===== src/hw/rtl/lcpg_pkg.sv =====
// Package for the LED chaser pattern generator: sizes, masks, mode and
// speed codes, register indexes and the pattern state struct.
// No dependencies.
`default_nettype none

package lcpg_pkg;

    // LEDs on each of the two rows (2 to 8)
    localparam int unsigned LEDS_PER_ROW = 5;

    // Mask over both rows in the pattern word, and the word just past it
    localparam logic [31:0] DBL_MASK  = (32'd1 << (2 * LEDS_PER_ROW)) - 32'd1;
    localparam logic [31:0] WRAP_WORD = 32'd1 << (2 * LEDS_PER_ROW);

    // Mask of one row and its top LED, in row register width
    localparam logic [7:0] ROW_MASK = 8'((16'd1 << LEDS_PER_ROW) - 16'd1);
    localparam logic [7:0] TOP_LED  = 8'(16'd1 << (LEDS_PER_ROW - 1));

    // Mode button bits, lowest set bit wins
    localparam logic [4:0] MODE_FILL     = 5'h01;
    localparam logic [4:0] MODE_FORWARD  = 5'h02;
    localparam logic [4:0] MODE_BACKWARD = 5'h04;
    localparam logic [4:0] MODE_KNIGHT   = 5'h08;
    localparam logic [4:0] MODE_MIRROR   = 5'h10;
    localparam logic [4:0] MODE_RESET    = MODE_FILL;

    // Speed button bits
    localparam logic [2:0] SPEED_UP    = 3'h1;
    localparam logic [2:0] SPEED_DOWN  = 3'h2;
    localparam logic [2:0] SPEED_RESET = 3'h4;

    // Configuration register indexes and reset values
    localparam int unsigned CFG_IDX_W = 4;
    localparam logic [CFG_IDX_W-1:0] CFG_DEFAULT_PERIOD = 4'd0;
    localparam logic [CFG_IDX_W-1:0] CFG_MAX_PERIOD     = 4'd1;
    localparam logic [7:0] DEFAULT_PERIOD_RST = 8'd20;
    localparam logic [7:0] MAX_PERIOD_RST     = 8'd200;

    // Pattern state carried between ticks
    typedef struct packed {
        logic [31:0] pattern_word;
        logic [7:0]  row_one;
        logic [7:0]  row_two;
        logic        dir;
    } pat_state_t;

endpackage

`default_nettype wire


===== src/hw/rtl/lcpg_pattern.sv =====
// Next-step logic of the LED chaser: one pattern step of the active mode.
// Depends on lcpg_pkg.
`default_nettype none

module lcpg_pattern (
    input  wire logic [4:0]          mode_bits,
    input  wire lcpg_pkg::pat_state_t state_cur,
    output lcpg_pkg::pat_state_t      state_nxt
);

    logic [31:0] word_shl;
    logic [31:0] word_fill;
    logic [31:0] word_shr;
    logic [7:0]  r1_shl;
    logic [7:0]  r1_shr;
    logic [7:0]  r2_shl;
    logic [7:0]  r2_shr;

    assign word_shl  = {state_cur.pattern_word[30:0], 1'b0};
    assign word_fill = {state_cur.pattern_word[30:0], 1'b1};
    assign word_shr  = {1'b0, state_cur.pattern_word[31:1]};
    assign r1_shl    = {state_cur.row_one[6:0], 1'b0};
    assign r1_shr    = {1'b0, state_cur.row_one[7:1]};
    assign r2_shl    = {state_cur.row_two[6:0], 1'b0};
    assign r2_shr    = {1'b0, state_cur.row_two[7:1]};

    // Step the active mode; rows follow the word in the word-driven modes
    always_comb begin
        state_nxt = state_cur;
        priority if ((mode_bits & lcpg_pkg::MODE_FILL) != '0) begin
            if (state_cur.dir) begin
                if ((state_cur.pattern_word & lcpg_pkg::DBL_MASK) == '0) begin
                    state_nxt.pattern_word = 32'd1;
                end else begin
                    state_nxt.pattern_word = word_fill;
                    if (word_fill >= lcpg_pkg::DBL_MASK) begin
                        state_nxt.dir = 1'b0;
                    end
                end
            end else begin
                state_nxt.pattern_word = word_shl;
                if ((word_shl & lcpg_pkg::DBL_MASK) == '0) begin
                    state_nxt.dir = 1'b1;
                end
            end
            state_nxt.row_one = 8'(state_nxt.pattern_word) & lcpg_pkg::ROW_MASK;
            state_nxt.row_two = 8'(state_nxt.pattern_word >> lcpg_pkg::LEDS_PER_ROW)
                                & lcpg_pkg::ROW_MASK;
        end else if ((mode_bits & lcpg_pkg::MODE_FORWARD) != '0) begin
            if (word_shl > lcpg_pkg::DBL_MASK || word_shl == '0) begin
                state_nxt.pattern_word = 32'd1;
            end else begin
                state_nxt.pattern_word = word_shl;
            end
            state_nxt.row_one = 8'(state_nxt.pattern_word) & lcpg_pkg::ROW_MASK;
            state_nxt.row_two = 8'(state_nxt.pattern_word >> lcpg_pkg::LEDS_PER_ROW)
                                & lcpg_pkg::ROW_MASK;
        end else if ((mode_bits & lcpg_pkg::MODE_BACKWARD) != '0) begin
            // Leaving the rows wraps to the bit above them: both rows dark
            if (word_shr > lcpg_pkg::DBL_MASK || word_shr == '0) begin
                state_nxt.pattern_word = lcpg_pkg::WRAP_WORD;
            end else begin
                state_nxt.pattern_word = word_shr;
            end
            state_nxt.row_one = 8'(state_nxt.pattern_word) & lcpg_pkg::ROW_MASK;
            state_nxt.row_two = 8'(state_nxt.pattern_word >> lcpg_pkg::LEDS_PER_ROW)
                                & lcpg_pkg::ROW_MASK;
        end else if ((mode_bits & lcpg_pkg::MODE_KNIGHT) != '0) begin
            if (state_cur.row_one == '0) begin
                state_nxt.row_one = 8'd1;
                state_nxt.dir     = 1'b1;
            end else if (state_cur.dir) begin
                state_nxt.row_one = r1_shl;
                if (r1_shl >= lcpg_pkg::TOP_LED) begin
                    state_nxt.dir = 1'b0;
                end
            end else begin
                state_nxt.row_one = r1_shr;
                if (r1_shr <= 8'd1) begin
                    state_nxt.dir = 1'b1;
                end
            end
            state_nxt.row_two = state_nxt.row_one;
        end else if ((mode_bits & lcpg_pkg::MODE_MIRROR) != '0) begin
            if (state_cur.row_one == '0 || state_cur.row_two == '0 ||
                (state_cur.row_two & ~lcpg_pkg::ROW_MASK) != '0) begin
                state_nxt.row_one = 8'd1;
                state_nxt.row_two = lcpg_pkg::TOP_LED;
                state_nxt.dir     = 1'b1;
            end else if (state_cur.dir) begin
                state_nxt.row_one = r1_shl;
                state_nxt.row_two = r2_shr;
                if (r1_shl >= lcpg_pkg::TOP_LED) begin
                    state_nxt.dir = 1'b0;
                end
            end else begin
                state_nxt.row_one = r1_shr;
                state_nxt.row_two = r2_shl;
                if (r1_shr <= 8'd1) begin
                    state_nxt.dir = 1'b1;
                end
            end
        end else begin
            state_nxt = state_cur;
        end
    end

endmodule

`default_nettype wire


===== src/hw/rtl/led_chaser_pattern_generator.sv =====
// Top level of the LED chaser pattern generator: stream ports, tick
// countdown, speed buttons and mode latch. Depends on lcpg_pkg, lcpg_pattern.
`default_nettype none

// Each input transaction is one sync tick carrying the button bytes and gives
// exactly one result transaction with both LED rows, the period, the mode and
// a step flag. A tick is taken into an input register, then worked through
// combinationally into the result register, so one tick per clock is sustained
// while results are taken, and a tick is accepted while the previous result
// still waits to be taken. The period registers are written by the user
// through the cfg port while no tick is in flight; the block does not enforce
// this. Index 0 is default_period, index 1 is max_period, others are ignored.
module led_chaser_pattern_generator (
    input  wire logic                          aclk,
    input  wire logic                          aresetn,
    input  wire logic                          s_tvalid,
    output      logic                          s_tready,
    // [7:0] local_speed_buttons, [15:8] remote_speed_buttons,
    // [23:16] mode_buttons_a, [31:24] mode_buttons_b
    input  wire logic [31:0]                   s_tdata,
    output      logic                          m_tvalid,
    input  wire logic                          m_tready,
    // [7:0] row_one_leds, [15:8] row_two_leds, [23:16] current_period,
    // [28:24] active_mode, [29] step_taken, [31:30] zero
    output      logic [31:0]                   m_tdata,
    input  wire logic                          cfg_wr_en,
    input  wire logic [lcpg_pkg::CFG_IDX_W-1:0] cfg_index,
    input  wire logic [7:0]                    cfg_wdata
);

    logic                 in_valid_reg, in_valid_next;
    logic [31:0]          in_data_reg;
    logic                 out_valid_reg, out_valid_next;
    logic [31:0]          out_data_reg;
    logic                 advance;

    logic [7:0]           default_period_reg;
    logic [7:0]           max_period_reg;

    lcpg_pkg::pat_state_t pat_reg, pat_next, pat_stepped;
    logic [4:0]           mode_reg, mode_next;
    logic [7:0]           cnt_reg, cnt_next;
    logic [7:0]           period_reg, period_next;
    logic [2:0]           latch_reg, latch_next;

    logic [2:0]           speed;
    logic [4:0]           modes;
    logic                 step;

    // Handshake: the input register frees when its tick moves to the result
    assign advance        = in_valid_reg && (!out_valid_reg || m_tready);
    assign s_tready       = !in_valid_reg || advance;
    assign in_valid_next  = (s_tvalid && s_tready) ? 1'b1 :
                            (advance ? 1'b0 : in_valid_reg);
    assign out_valid_next = advance ? 1'b1 :
                            (m_tready ? 1'b0 : out_valid_reg);
    assign m_tvalid       = out_valid_reg;
    assign m_tdata        = out_data_reg;

    // Decode the registered buttons
    assign speed = (in_data_reg[2:0] | in_data_reg[10:8]);
    assign modes = (in_data_reg[20:16] | in_data_reg[28:24]);

    assign mode_next = (modes != '0) ? modes : mode_reg;
    assign step      = (cnt_reg <= 8'd1);
    assign cnt_next  = step ? period_reg : (cnt_reg - 8'd1);

    lcpg_pattern u_pattern (
        .mode_bits (mode_next),
        .state_cur (pat_reg),
        .state_nxt (pat_stepped)
    );

    assign pat_next = step ? pat_stepped : pat_reg;

    // Edge-latched speed buttons: act once, then wait for release
    always_comb begin
        period_next = period_reg;
        latch_next  = latch_reg;
        if (latch_reg == '0) begin
            priority if ((speed & lcpg_pkg::SPEED_UP) != '0) begin
                if (period_reg < max_period_reg) begin
                    period_next = period_reg + 8'd1;
                end
                latch_next = speed;
            end else if ((speed & lcpg_pkg::SPEED_DOWN) != '0) begin
                if (period_reg > 8'd1) begin
                    period_next = period_reg - 8'd1;
                end
                latch_next = speed;
            end else if ((speed & lcpg_pkg::SPEED_RESET) != '0) begin
                period_next = default_period_reg;
                latch_next  = speed;
            end else begin
                latch_next = latch_reg;
            end
        end else if (speed == '0) begin
            latch_next = '0;
        end
    end

    // Handshake registers
    always_ff @(posedge aclk) begin
        if (!aresetn) begin
            in_valid_reg  <= 1'b0;
            out_valid_reg <= 1'b0;
        end else begin
            in_valid_reg  <= in_valid_next;
            out_valid_reg <= out_valid_next;
        end
    end

    // Capture the incoming transaction
    always_ff @(posedge aclk) begin
        if (s_tvalid && s_tready) begin
            in_data_reg <= s_tdata;
        end
    end

    // Load the result
    always_ff @(posedge aclk) begin
        if (advance) begin
            out_data_reg <= {2'b00, step, mode_next, period_next,
                             pat_next.row_two, pat_next.row_one};
        end
    end

    // Configuration writes
    always_ff @(posedge aclk) begin
        if (!aresetn) begin
            default_period_reg <= lcpg_pkg::DEFAULT_PERIOD_RST;
            max_period_reg     <= lcpg_pkg::MAX_PERIOD_RST;
        end else if (cfg_wr_en) begin
            unique case (cfg_index)
                lcpg_pkg::CFG_DEFAULT_PERIOD: default_period_reg <= cfg_wdata;
                lcpg_pkg::CFG_MAX_PERIOD:     max_period_reg     <= cfg_wdata;
                default: ;
            endcase
        end
    end

    // Advance the sequencer state once per tick
    always_ff @(posedge aclk) begin
        if (!aresetn) begin
            pat_reg    <= '0;
            mode_reg   <= lcpg_pkg::MODE_RESET;
            cnt_reg    <= '0;
            period_reg <= lcpg_pkg::DEFAULT_PERIOD_RST;
            latch_reg  <= '0;
        end else if (advance) begin
            pat_reg    <= pat_next;
            mode_reg   <= mode_next;
            cnt_reg    <= cnt_next;
            period_reg <= period_next;
            latch_reg  <= latch_next;
        end
    end

    // A mode is always selected
    a_mode_nonzero: assert property (@(posedge aclk) disable iff (!aresetn)
        mode_reg != '0)
        else $error("mode bits became zero");

    // A tick moving on always yields a result
    a_result_follows: assert property (@(posedge aclk) disable iff (!aresetn)
        advance |=> out_valid_reg)
        else $error("result missing after tick");

    // A step reloads the countdown from the period in use
    a_reload: assert property (@(posedge aclk) disable iff (!aresetn)
        (advance && step) |=> (cnt_reg == $past(period_reg)))
        else $error("countdown not reloaded");

    // A held speed press leaves the period alone
    a_latch_hold: assert property (@(posedge aclk) disable iff (!aresetn)
        (advance && latch_reg != '0) |=> (period_reg == $past(period_reg)))
        else $error("period changed while speed press latched");

    // A waiting tick is not lost
    a_in_hold: assert property (@(posedge aclk) disable iff (!aresetn)
        (in_valid_reg && !advance) |=> in_valid_reg)
        else $error("pending tick dropped");

endmodule

`default_nettype wire

===== config.mk =====
export PLATFORM = sky130hd
export DESIGN_NAME = led_chaser_pattern_generator
export DESIGN_NICKNAME = d
export VERILOG_FILES = /design/src/hw/rtl/lcpg_pkg.sv /design/src/hw/rtl/lcpg_pattern.sv /design/src/hw/rtl/led_chaser_pattern_generator.sv
export SDC_FILE = /design/constraint.sdc
export NUM_CORES = 1
export LEC_CHECK = 0
export BUFFER_PORTS_ARGS = -buffer_cell sky130_fd_sc_hd__clkbuf_2
export CAP_MARGIN = 10
export CORE_MARGIN = 1.5
export CORE_UTILIZATION = 40
export DETAILED_ROUTE_END_ITERATION = 16
export GPL_TIMING_DRIVEN = 0
export HOLD_SLACK_MARGIN = 0.1
export SLEW_MARGIN = 5
export SYNTH_ARGS = -nofsm -noshare
export SYNTH_HDL_FRONTEND = slang
export SYNTH_SLANG_ARGS = --single-unit

===== constraint.sdc =====
create_clock -name aclk -period 4.2 [get_ports aclk]
set_input_delay 0.42 -clock aclk [delete_from_list [all_inputs] [get_ports aclk]]
set_output_delay 0.42 -clock aclk [all_outputs]
set_load 0.05 [all_outputs]

* Yosys cells after proc, flatten, opt, wreduce, memory -nomap -nowiden
Cells that the tools add are included.
** Word-level totals
- Flip-flop bits (word level) :: 150
- Input bits :: 49
- Logic and storage cells :: 103
** Operators by class
- $add $sub $neg :: 3
- Magnitude comparators :: 8
- Eq/ne operators :: 4
- Mux-type cells :: 41
- Bitwise gates (word level) :: 2
- Reduce and logical (&&, ||, !) cells :: 31
** Operator list (count)
- $logic_not 32->1 :: 4
- $mux 32 :: 3
- $mux 48 :: 2
- $mux 17 :: 5
- $mux 8 :: 9
- $mux 49 :: 1
- $ge 32x10->1 const B :: 1
- $gt 32x10->1 const B :: 1
- $gt 31x10->1 const B :: 1
- $mux 31 :: 1
- $logic_not 8->1 :: 2
- $sub 8x1->8 const B :: 2
- $mux 3 :: 5
- $mux 1 :: 14
- $add 8x1->8 const B :: 1
- $ge 8x5->1 const B :: 1
- $gt 8x1->1 const B :: 1
- $le 8x1->1 const B :: 1
- $lt 8x8->1 :: 1
- $reduce_bool 8->1 :: 1
- $le 7x1->1 const B :: 1
- $logic_not 3->1 :: 2
- $logic_or 1x1->1 :: 6
- $reduce_and 3->1 :: 2
- 14 further kinds :: 21

* Logic depth before layout (Yosys ltp)
Gate-level depths: netlist of run 1.
- Word-level depth :: 10
- Mapped depth :: 11
- Gate-level depth less buffers :: 9

* By module
Synthesis of run 1 repeated with hierarchy kept, for this count alone.
** Unflattened totals
- Cell total of the unflattened synthesis :: 862
- Area, all modules :: 7372.1 um^2
** Modules (own cells, without submodules)
- led_chaser_pattern_generator :: times used 1, cells an instance 673, area an instance 6162.2 um^2
- lcpg_pattern :: times used 1, cells an instance 189, area an instance 1209.9 um^2

* Worst setup path after synthesis of run 1
No wires, ideal clock.
- Path kind :: reg-to-reg
- Start point :: reg period_reg[0]
- End point :: reg out_data_reg[19] (netlist: m_tdata[19]), data pin
- Arrival time :: 2.142 ns
- Data required time :: 3.911 ns
- Slack :: 1.769 ns
- Cell stages (with the launch flop) :: 10
- Clock period less this slack :: 2.431 ns
- Path through :: dfxtp_1 > clkbuf_1 > inv_1 > ha_1 > o21bai_1 > o31ai_4 > o311a_1 > a211oi_1 > a22o_1 > a211oi_1
** On the way
- Word-level cells in the longest chain between the ends :: 5
- Elaborated cells on any way between the ends :: 9
- Classes of those cells :: 2 x add/sub; 2 x order compare; 5 x mux
** Ends and longest elaborated chain
- start: declaration :: RTL line led_chaser_pattern_generator.sv:43 : logic [7:0] period_reg, period_next;
- start signal: assignment :: RTL line led_chaser_pattern_generator.sv:148 : period_reg <= lcpg_pkg::DEFAULT_PERIOD_RST;
- start signal: assignment :: RTL line led_chaser_pattern_generator.sv:154 : period_reg <= period_next;
- $sub 8x1->8 or $gt 8x1->1 (tied branches) :: RTL line led_chaser_pattern_generator.sv:88, led_chaser_pattern_generator.sv:87
- $mux 8 :: RTL line led_chaser_pattern_generator.sv:87 : if (period_reg > 8'd1) begin
- $mux 8 :: RTL line led_chaser_pattern_generator.sv:86 : end else if ((speed & lcpg_pkg::SPEED_DOWN) != '0) begin
- $mux 8 * :: RTL line led_chaser_pattern_generator.sv:81 : priority if ((speed & lcpg_pkg::SPEED_UP) != '0) begin
- $mux 8 * :: RTL line led_chaser_pattern_generator.sv:80 : if (latch_reg == '0) begin
- net period_next[3] :: RTL line led_chaser_pattern_generator.sv:43
- end signal: assignment :: RTL line led_chaser_pattern_generator.sv:123 : out_data_reg <= {2'b00, step, mode_next, period_next,
- end: declaration :: RTL line led_chaser_pattern_generator.sv:34 : logic [31:0] out_data_reg;
Mark *: on every way through the listed nets, which the timed path passes. The rest lies on a longest branch.
A chain may end at the register's enable or synchronous reset.

* Final worst setup path of run 1
Ends and elaborated chain as after synthesis.

==> results of run 1 <==
-- cells in the final DEF (no fill, tap or decap), types with 9 or more instances in the layout --
master,n
nor2_1,70
inv_1,18
clkbuf_1,29
dfxtp_1,91
a22o_1,22
o21ai_0,43
nand3_1,11
ha_1,12
edfxtp_1,46
a211oi_1,13
clkbuf_2,65
nand2_1,46
mux2i_1,20
nand2b_1,11
nor3_1,14
clkbuf_16,17
nor4_1,12
mux2_2,9
a31oi_1,31
a21oi_1,55
-- logic make-up (layout without fill, tap and decap cells) --
logic type | count (synthesis) | in the layout | synth area share
AO/OA/AOI/OAI | 255 | 255 | 0.255
adder cells (fa/ha/maj) | 12 | 12 | 0.0213
buffers and inverters | 64 | 161 | 0.0409
flip-flops | 137 | 137 | 0.455
multiplexers | 29 | 29 | 0.0429
other | 1 | 2 | 0.000533
AND/OR/NAND/NOR | 233 | 233 | 0.184
-- path summary, 6_finish.rpt --
kind | end | slack (ns) | cells past startpoint
worst max-delay path | m_tdata[19] | 1.03 | 9
worst min-delay path | in_data_reg[1] | 0.16 | 1
worst max register to register | m_tdata[19] | 1.03 | 9
worst min register to register | cnt_reg[1] | 0.48 | 2
-- Yosys cell counts, types with 4 or more instances --
library cell,number
nor2b_1,4
and3_1,6
mux2_2,9
ha_1,12
o211ai_1,7
a22oi_1,6
nor3b_1,7
mux2i_1,20
or2_2,5
nor4_4,5
nor4_1,12
nor2_1,70
o21ai_0,43
inv_1,18
a32o_1,6
a22o_1,22
a31oi_1,31
nand2_1,46
o21a_1,6
nand2b_1,11
buf_6,4
and2_1,7
o21ai_1,6
a21oi_1,55
edfxtp_1,46
nand3_1,11
buf_2,5
a211oi_1,13
o22ai_1,4
or3_1,5
o31ai_1,5
or4_1,6
dfxtp_1,91
nor3_1,14
nand4_1,5
a31o_1,6
a221oi_1,4
clkbuf_1,29
-- per-layer routing --
layer  part of all wire  GRT usage  wire [um]  vias up
met3              0.057     0.0412       1150       43
met5                  0          0          0        -
met4              0.028     0.0968        553        0
met1               0.47      0.306       9380     3026
li1                   -          -          -     2968
met2               0.45      0.349       9020      245
-- through the flow --
step | cells | area [um^2]
after floorplan | 732 | 7040
after global placement | 1021 | 7640
after detailed placement | 1022 | 7660
after CTS | 1054 | 8290
after global routing | 1054 | 8290
final | 1054 | 8290
-- final cells by class --
cell class / instances / area [um^2] / area share
Multi-Input combinational cell: 531 / 3550 / 0.428
Sequential cell: 137 / 3200 / 0.386
Clock buffer: 18 / 429 / 0.0518
Timing Repair Buffer: 65 / 340 / 0.0411
Tap cell: 225 / 282 / 0.0340
Buffer: 43 / 210 / 0.0254
Clock inverter: 14 / 198 / 0.0238
Inverter: 21 / 78.8 / 0.00951
-- where the power goes --
| part | internal, mW | switching (mW) |
|---|---|---|
| combinational | 0.395 | 0.813 |
| sequential | 1.53 | 0.117 |
| clock | 0.997 | 0.593 |
-- critical path: stages, from the launching register on --
cell	delay [ns]
dfxtp_1	0.35
clkbuf_1	0.43
inv_1	0.15
ha_1	0.32
o21bai_1	0.39
o31ai_4	0.15
o311a_1	0.32
a211oi_1	0.48
a22o_1	0.20
a211oi_1	0.07
==> impl_metrics.json, run 1 <==
{
  "setup.worst_path.start_class": "flop",
  "setup_tns_ns": 0,
  "synth_top_area_cell": "dfxtp_1",
  "skew_ns": 0.00813,
  "gp_congestion": 0.930,
  "ios": 83,
  "ys_ff_latch": 137,
  "ir_worst_vdd_mv": 0.317,
  "crit_start": "period_reg[0]",
  "slew_violations": 0,
  "die_area_um2": 18400,
  "r2r-start": "period_reg[0]",
  "cts_hold_buf": 0,
  "die_y_um": 136,
  "maxCapViolCount": 0,
  "clock-sinks": 137,
  "root_buffer": "clkbuf_16",
  "drive_gt1_frac": 0.186,
  "powerDensity_nw_per_um2": 536,
  "hold_slack_ns": 0.161,
  "synth_cell_types": 84,
  "seq_area_frac_synth": 0.455,
  "path_class": "reg -> reg",
  "hpwl_um": 15000,
  "drt_drc_violations_left": 0,
  "setup-violations-final": 0,
  "nets": 877,
  "p_leak_nw": 3.07,
  "synth_area_per_cell_um2": 9.62,
  "numCtsBuffers": 17,
  "pre_cts_slack_ns": 1.11,
  "grt_max_degree": 32,
  "grt_use_total": 0.225,
  "insertion_delay_ns": 0.43,
  "fillers": 1629,
  "postRouteAntennaNets": 0,
  "min_from": "s_tdata[1]",
  "postLayoutCoreUtil": 0.481,
  "cts.path.max_buffers": 2,
  "synth_top_flop_cell": "dfxtp_1",
  "syn_inst": 731,
  "synth_area_leaders": "dfxtp_1 (26%), edfxtp_1 (20%), a21oi_1 (3.9%), nor2_1 (3.7%), o21ai_0 (3.1%)",
  "grt_pass1_vias": 5963,
  "end_kind": "flop",
  "routed_wirelength_um": 20100,
  "synthArstFlopShare": 0,
  "worst_pin_slew_ns": 1.15,
  "rows": 48,
  "rsz0062_at_grt": "no",
  "fmax_mhz": 316,
  "arrival_ns": 3.29,
  "cts.clk_slew.worst_paths_ns": 0.06,
  "via_per_inst": 5.96,
  "synth_top_area_frac": 0.259,
  "largest_register_ffs": 49,
  "drt_iter0_markers": 406,
  "hold_viol_final": 0,
  "cts_tree": "done",
  "cp_max_fo": 10,
  "die_w_um": 136,
  "grt_antenna_before_repair": 0,
  "vias": 6282,
  "postCtsSetupRepairBufs": 0,
  "antenna_cells": 0,
  "power.total_mw": 4.45,
  "hold_class": "in -> reg",
  "synth-edff-count": 46,
  "h-tree-depth": 4,
  "timing.final.crit_share": 0.754,
  "start_util": 0.408,
  "ys_warn_count": 0,
  "crit_required_ns": 4.32,
  "wire_per_inst_um": 19.1,
  "period_minus_slack_ns": 3.17,
  "syn2layout_area_growth_pct": 17.8,
  "io_buffers": 64,
  "max_slew_margin": 0.228,
  "fp.coreArea_um2": 17200,
  "status": "complete, no violations",
  "netlist_area_um2": 7040,
  "grt_pass1_wl_um": 31700,
  "fin_ws_ns": 1.03,
  "overflow": 0,
  "drt_pass1_iterations": 5,
  "cts_resized": 0
}
No activity file was read; power rests on OpenSTA's default activity.
==> run 2, diff against run 1 <==
- clock period: 4.2 -> 2.6 ns (I/O delays scaled with it)
==> run 2 against run 1 <==
  * Total power up 64%
  * Hold slack better by 0.017 ns
  * Fmax is 24% higher
  * Combinational power increased by 70%
  * Critical endpoint is now period_reg[7]
  * Largest power group unchanged
  * Highest routed layer unchanged
==> impl_metrics.json, run 2 (synthesis results as in run 1) <==
{
  "fmax_mhz": 392,
  "switching_share": 0.343,
  "max_stage_delay_ns": 0.42,
  "hpwl_um": 15000,
  "path_class": "reg -> reg",
  "crit_required_ns": 2.93,
  "wire_per_inst_um": 18.7,
  "top_layer": "met4",
  "grt_max_degree": 32,
  "clock-sinks": 137,
  "antenna_cells": 0,
  "setup.worst_path.start_class": "flop",
  "postRouteAntennaNets": 0,
  "period_minus_slack_ns": 2.55,
  "die_y_um": 136,
  "final_cell_area_um2": 8700,
  "wl_met3_um": 1100,
  "hold_class": "in -> reg",
  "wl_met2_um": 9180,
  "arrival_ns": 2.88,
  "via_per_inst": 5.88,
  "rsz0062_at_grt": "yes",
  "end_kind": "flop",
  "gp_congestion": 0.930,
  "die_area_um2": 18400,
  "io_buffers": 64,
  "skew_ns": 0.00819,
  "placed_cell_area_um2": 7660,
  "fp.coreArea_um2": 17200,
  "power_frac_seq": 0.366,
  "rr_worst_depth": 9,
  "overflow": 0,
  "layout_commonest_cell": "dfxtp_1",
  "hold_path_depth": 4,
  "ios": 83,
  "start_util": 0.408,
  "grt_pass1_vias": 6137,
  "drt_pass1_iterations": 5,
  "ir_worst_vdd_mv": 0.514,
  "p_int_mw": 4.80,
  "switchingPower_mw": 2.50,
  "nets": 909,
  "pwr-share-clk": 0.352,
  "cts.path.max_buffers": 2,
  "crit_chain": "clkbuf_4, inv_1, ha_2, or3_1, or4_1, a31oi_2, and3_1, a21oi_1, a31oi_1",
  "path_depth": 9,
  "vias": 6385,
  "syn2layout_area_growth_pct": 23.7,
  "maxCapViolCount": 0,
  "die_w_um": 136,
  "h-tree-depth": 4,
  "timing.final.crit_share": 0.981,
  "drt_drc_violations_left": 0,
  "fillers": 1602,
  "hold_viol_final": 0,
  "crit_family": "simple AND/OR/NAND/NOR gates",
  "cts.clk_slew.worst_paths_ns": 0.06,
  "drive_gt1_frac": 0.210,
  "hold_slack_ns": 0.178,
  "powerDensity_nw_per_um2": 839,
  "drt_iter0_markers": 497,
  "routed_wirelength_um": 20300,
  "grt_use_total": 0.229,
  "layout_common_cells": "dfxtp_1 (89), nor2_1 (70), clkbuf_2 (68)",
  "p_leak_nw": 3.25,
  "met1_length_um": 9480,
  "comb_power_share": 0.282,
  "slew_violations": 0,
  "path_buf_inv": 2,
  "cp_max_fo": 10,
  "max_slew_margin": 0.229,
  "cpMaxStageDelayCell": "or4_1",
  "insertion_delay_ns": 0.43,
  "rows": 48,
  "status": "complete, no violations",
  "grt_antenna_before_repair": 0,
  "cts_tree": "done",
  "largest_register_ffs": 49,
  "setup-violations-final": 0,
  "grt_pass1_wl_um": 32400,
  "root_buffer": "clkbuf_16",
  "numCtsBuffers": 17,
  "worst_pin_slew_ns": 1.15
}
## run 2: changes by cell type in the layout (fill, tap and decap cells not counted), sizes merged
| cell | delta |
|---|---|
| buf | +6 |
| dlygate4sd3 | +25 |
| clkbuf | +1 |
## run 2: path summary, 6_finish.rpt
kind                     startpoint           endpoint  slack (ns)
hold / removal             m_tready           m_tvalid        0.18
hold reg to reg   max_period_reg[7]  max_period_reg[7]        0.48
setup / recovery      period_reg[0]      period_reg[7]        0.05
setup reg to reg      period_reg[0]      period_reg[7]        0.05
## run 2: metrics by stage
stage	utilization	power, mW	worst slack, ns	std cells	setup TNS, ns
after floorplan	-	4.12	0.169	732	0
after global placement	0.443	4.60	-0.484	1021	-13.57
after detailed placement	0.445	4.64	-0.495	1022	-3.13
after CTS	0.498	7.27	0.00998	1082	0
after global routing	0.505	7.65	-0.0361	1086	-0.0825
final	0.505	7.30	0.0495	1086	0
## run 2: worst reg2reg max path, cell delays in order (launching register included)
cell and delay (ns):
dfxtp_1 0.36, clkbuf_4 0.23, inv_1 0.09, ha_2 0.26
or3_1 0.38, or4_1 0.42, a31oi_2 0.24, and3_1 0.19
a21oi_1 0.04, a31oi_1 0.25
## run 2: metal layers
metal	global-route usage	vias up
met5	0	-
met3	0.0367	41
li1	-	3039
met2	0.357	242
met1	0.312	3063
met4	0.0992	0
## run 2: cell type report
cell class / instances / area [um^2] / area share
multi-input cells: 531 / 3650 / 0.419
flip-flops and latches: 137 / 3210 / 0.368
repair buffers: 98 / 651 / 0.0748
clock buffers: 18 / 429 / 0.0493
well taps: 225 / 282 / 0.0323
plain buffers: 42 / 214 / 0.0246
clock inverters: 14 / 198 / 0.0227
inverters: 21 / 78.8 / 0.00906
## run 2: timing repair
action	in CTS	in global routing
gates resized for setup	6	19
gates cloned	0	0
endpoints found under the setup margin	27	38
buffers inserted	3	5
endpoints found under the hold margin	30	0
pin swaps	2	6
hold buffers	25	0
## run 2: power groups by stage
stage	Clock [mW]	Sequential (mW)	Combinational, mW
3_3_place_gp	0	2.70	1.90
2_1_floorplan	0	2.88	1.25
6_report	2.57	2.67	2.06
4_1_cts	2.61	2.66	1.99
5_1_grt	2.70	2.70	2.25
3_5_place_dp	0	2.70	1.94
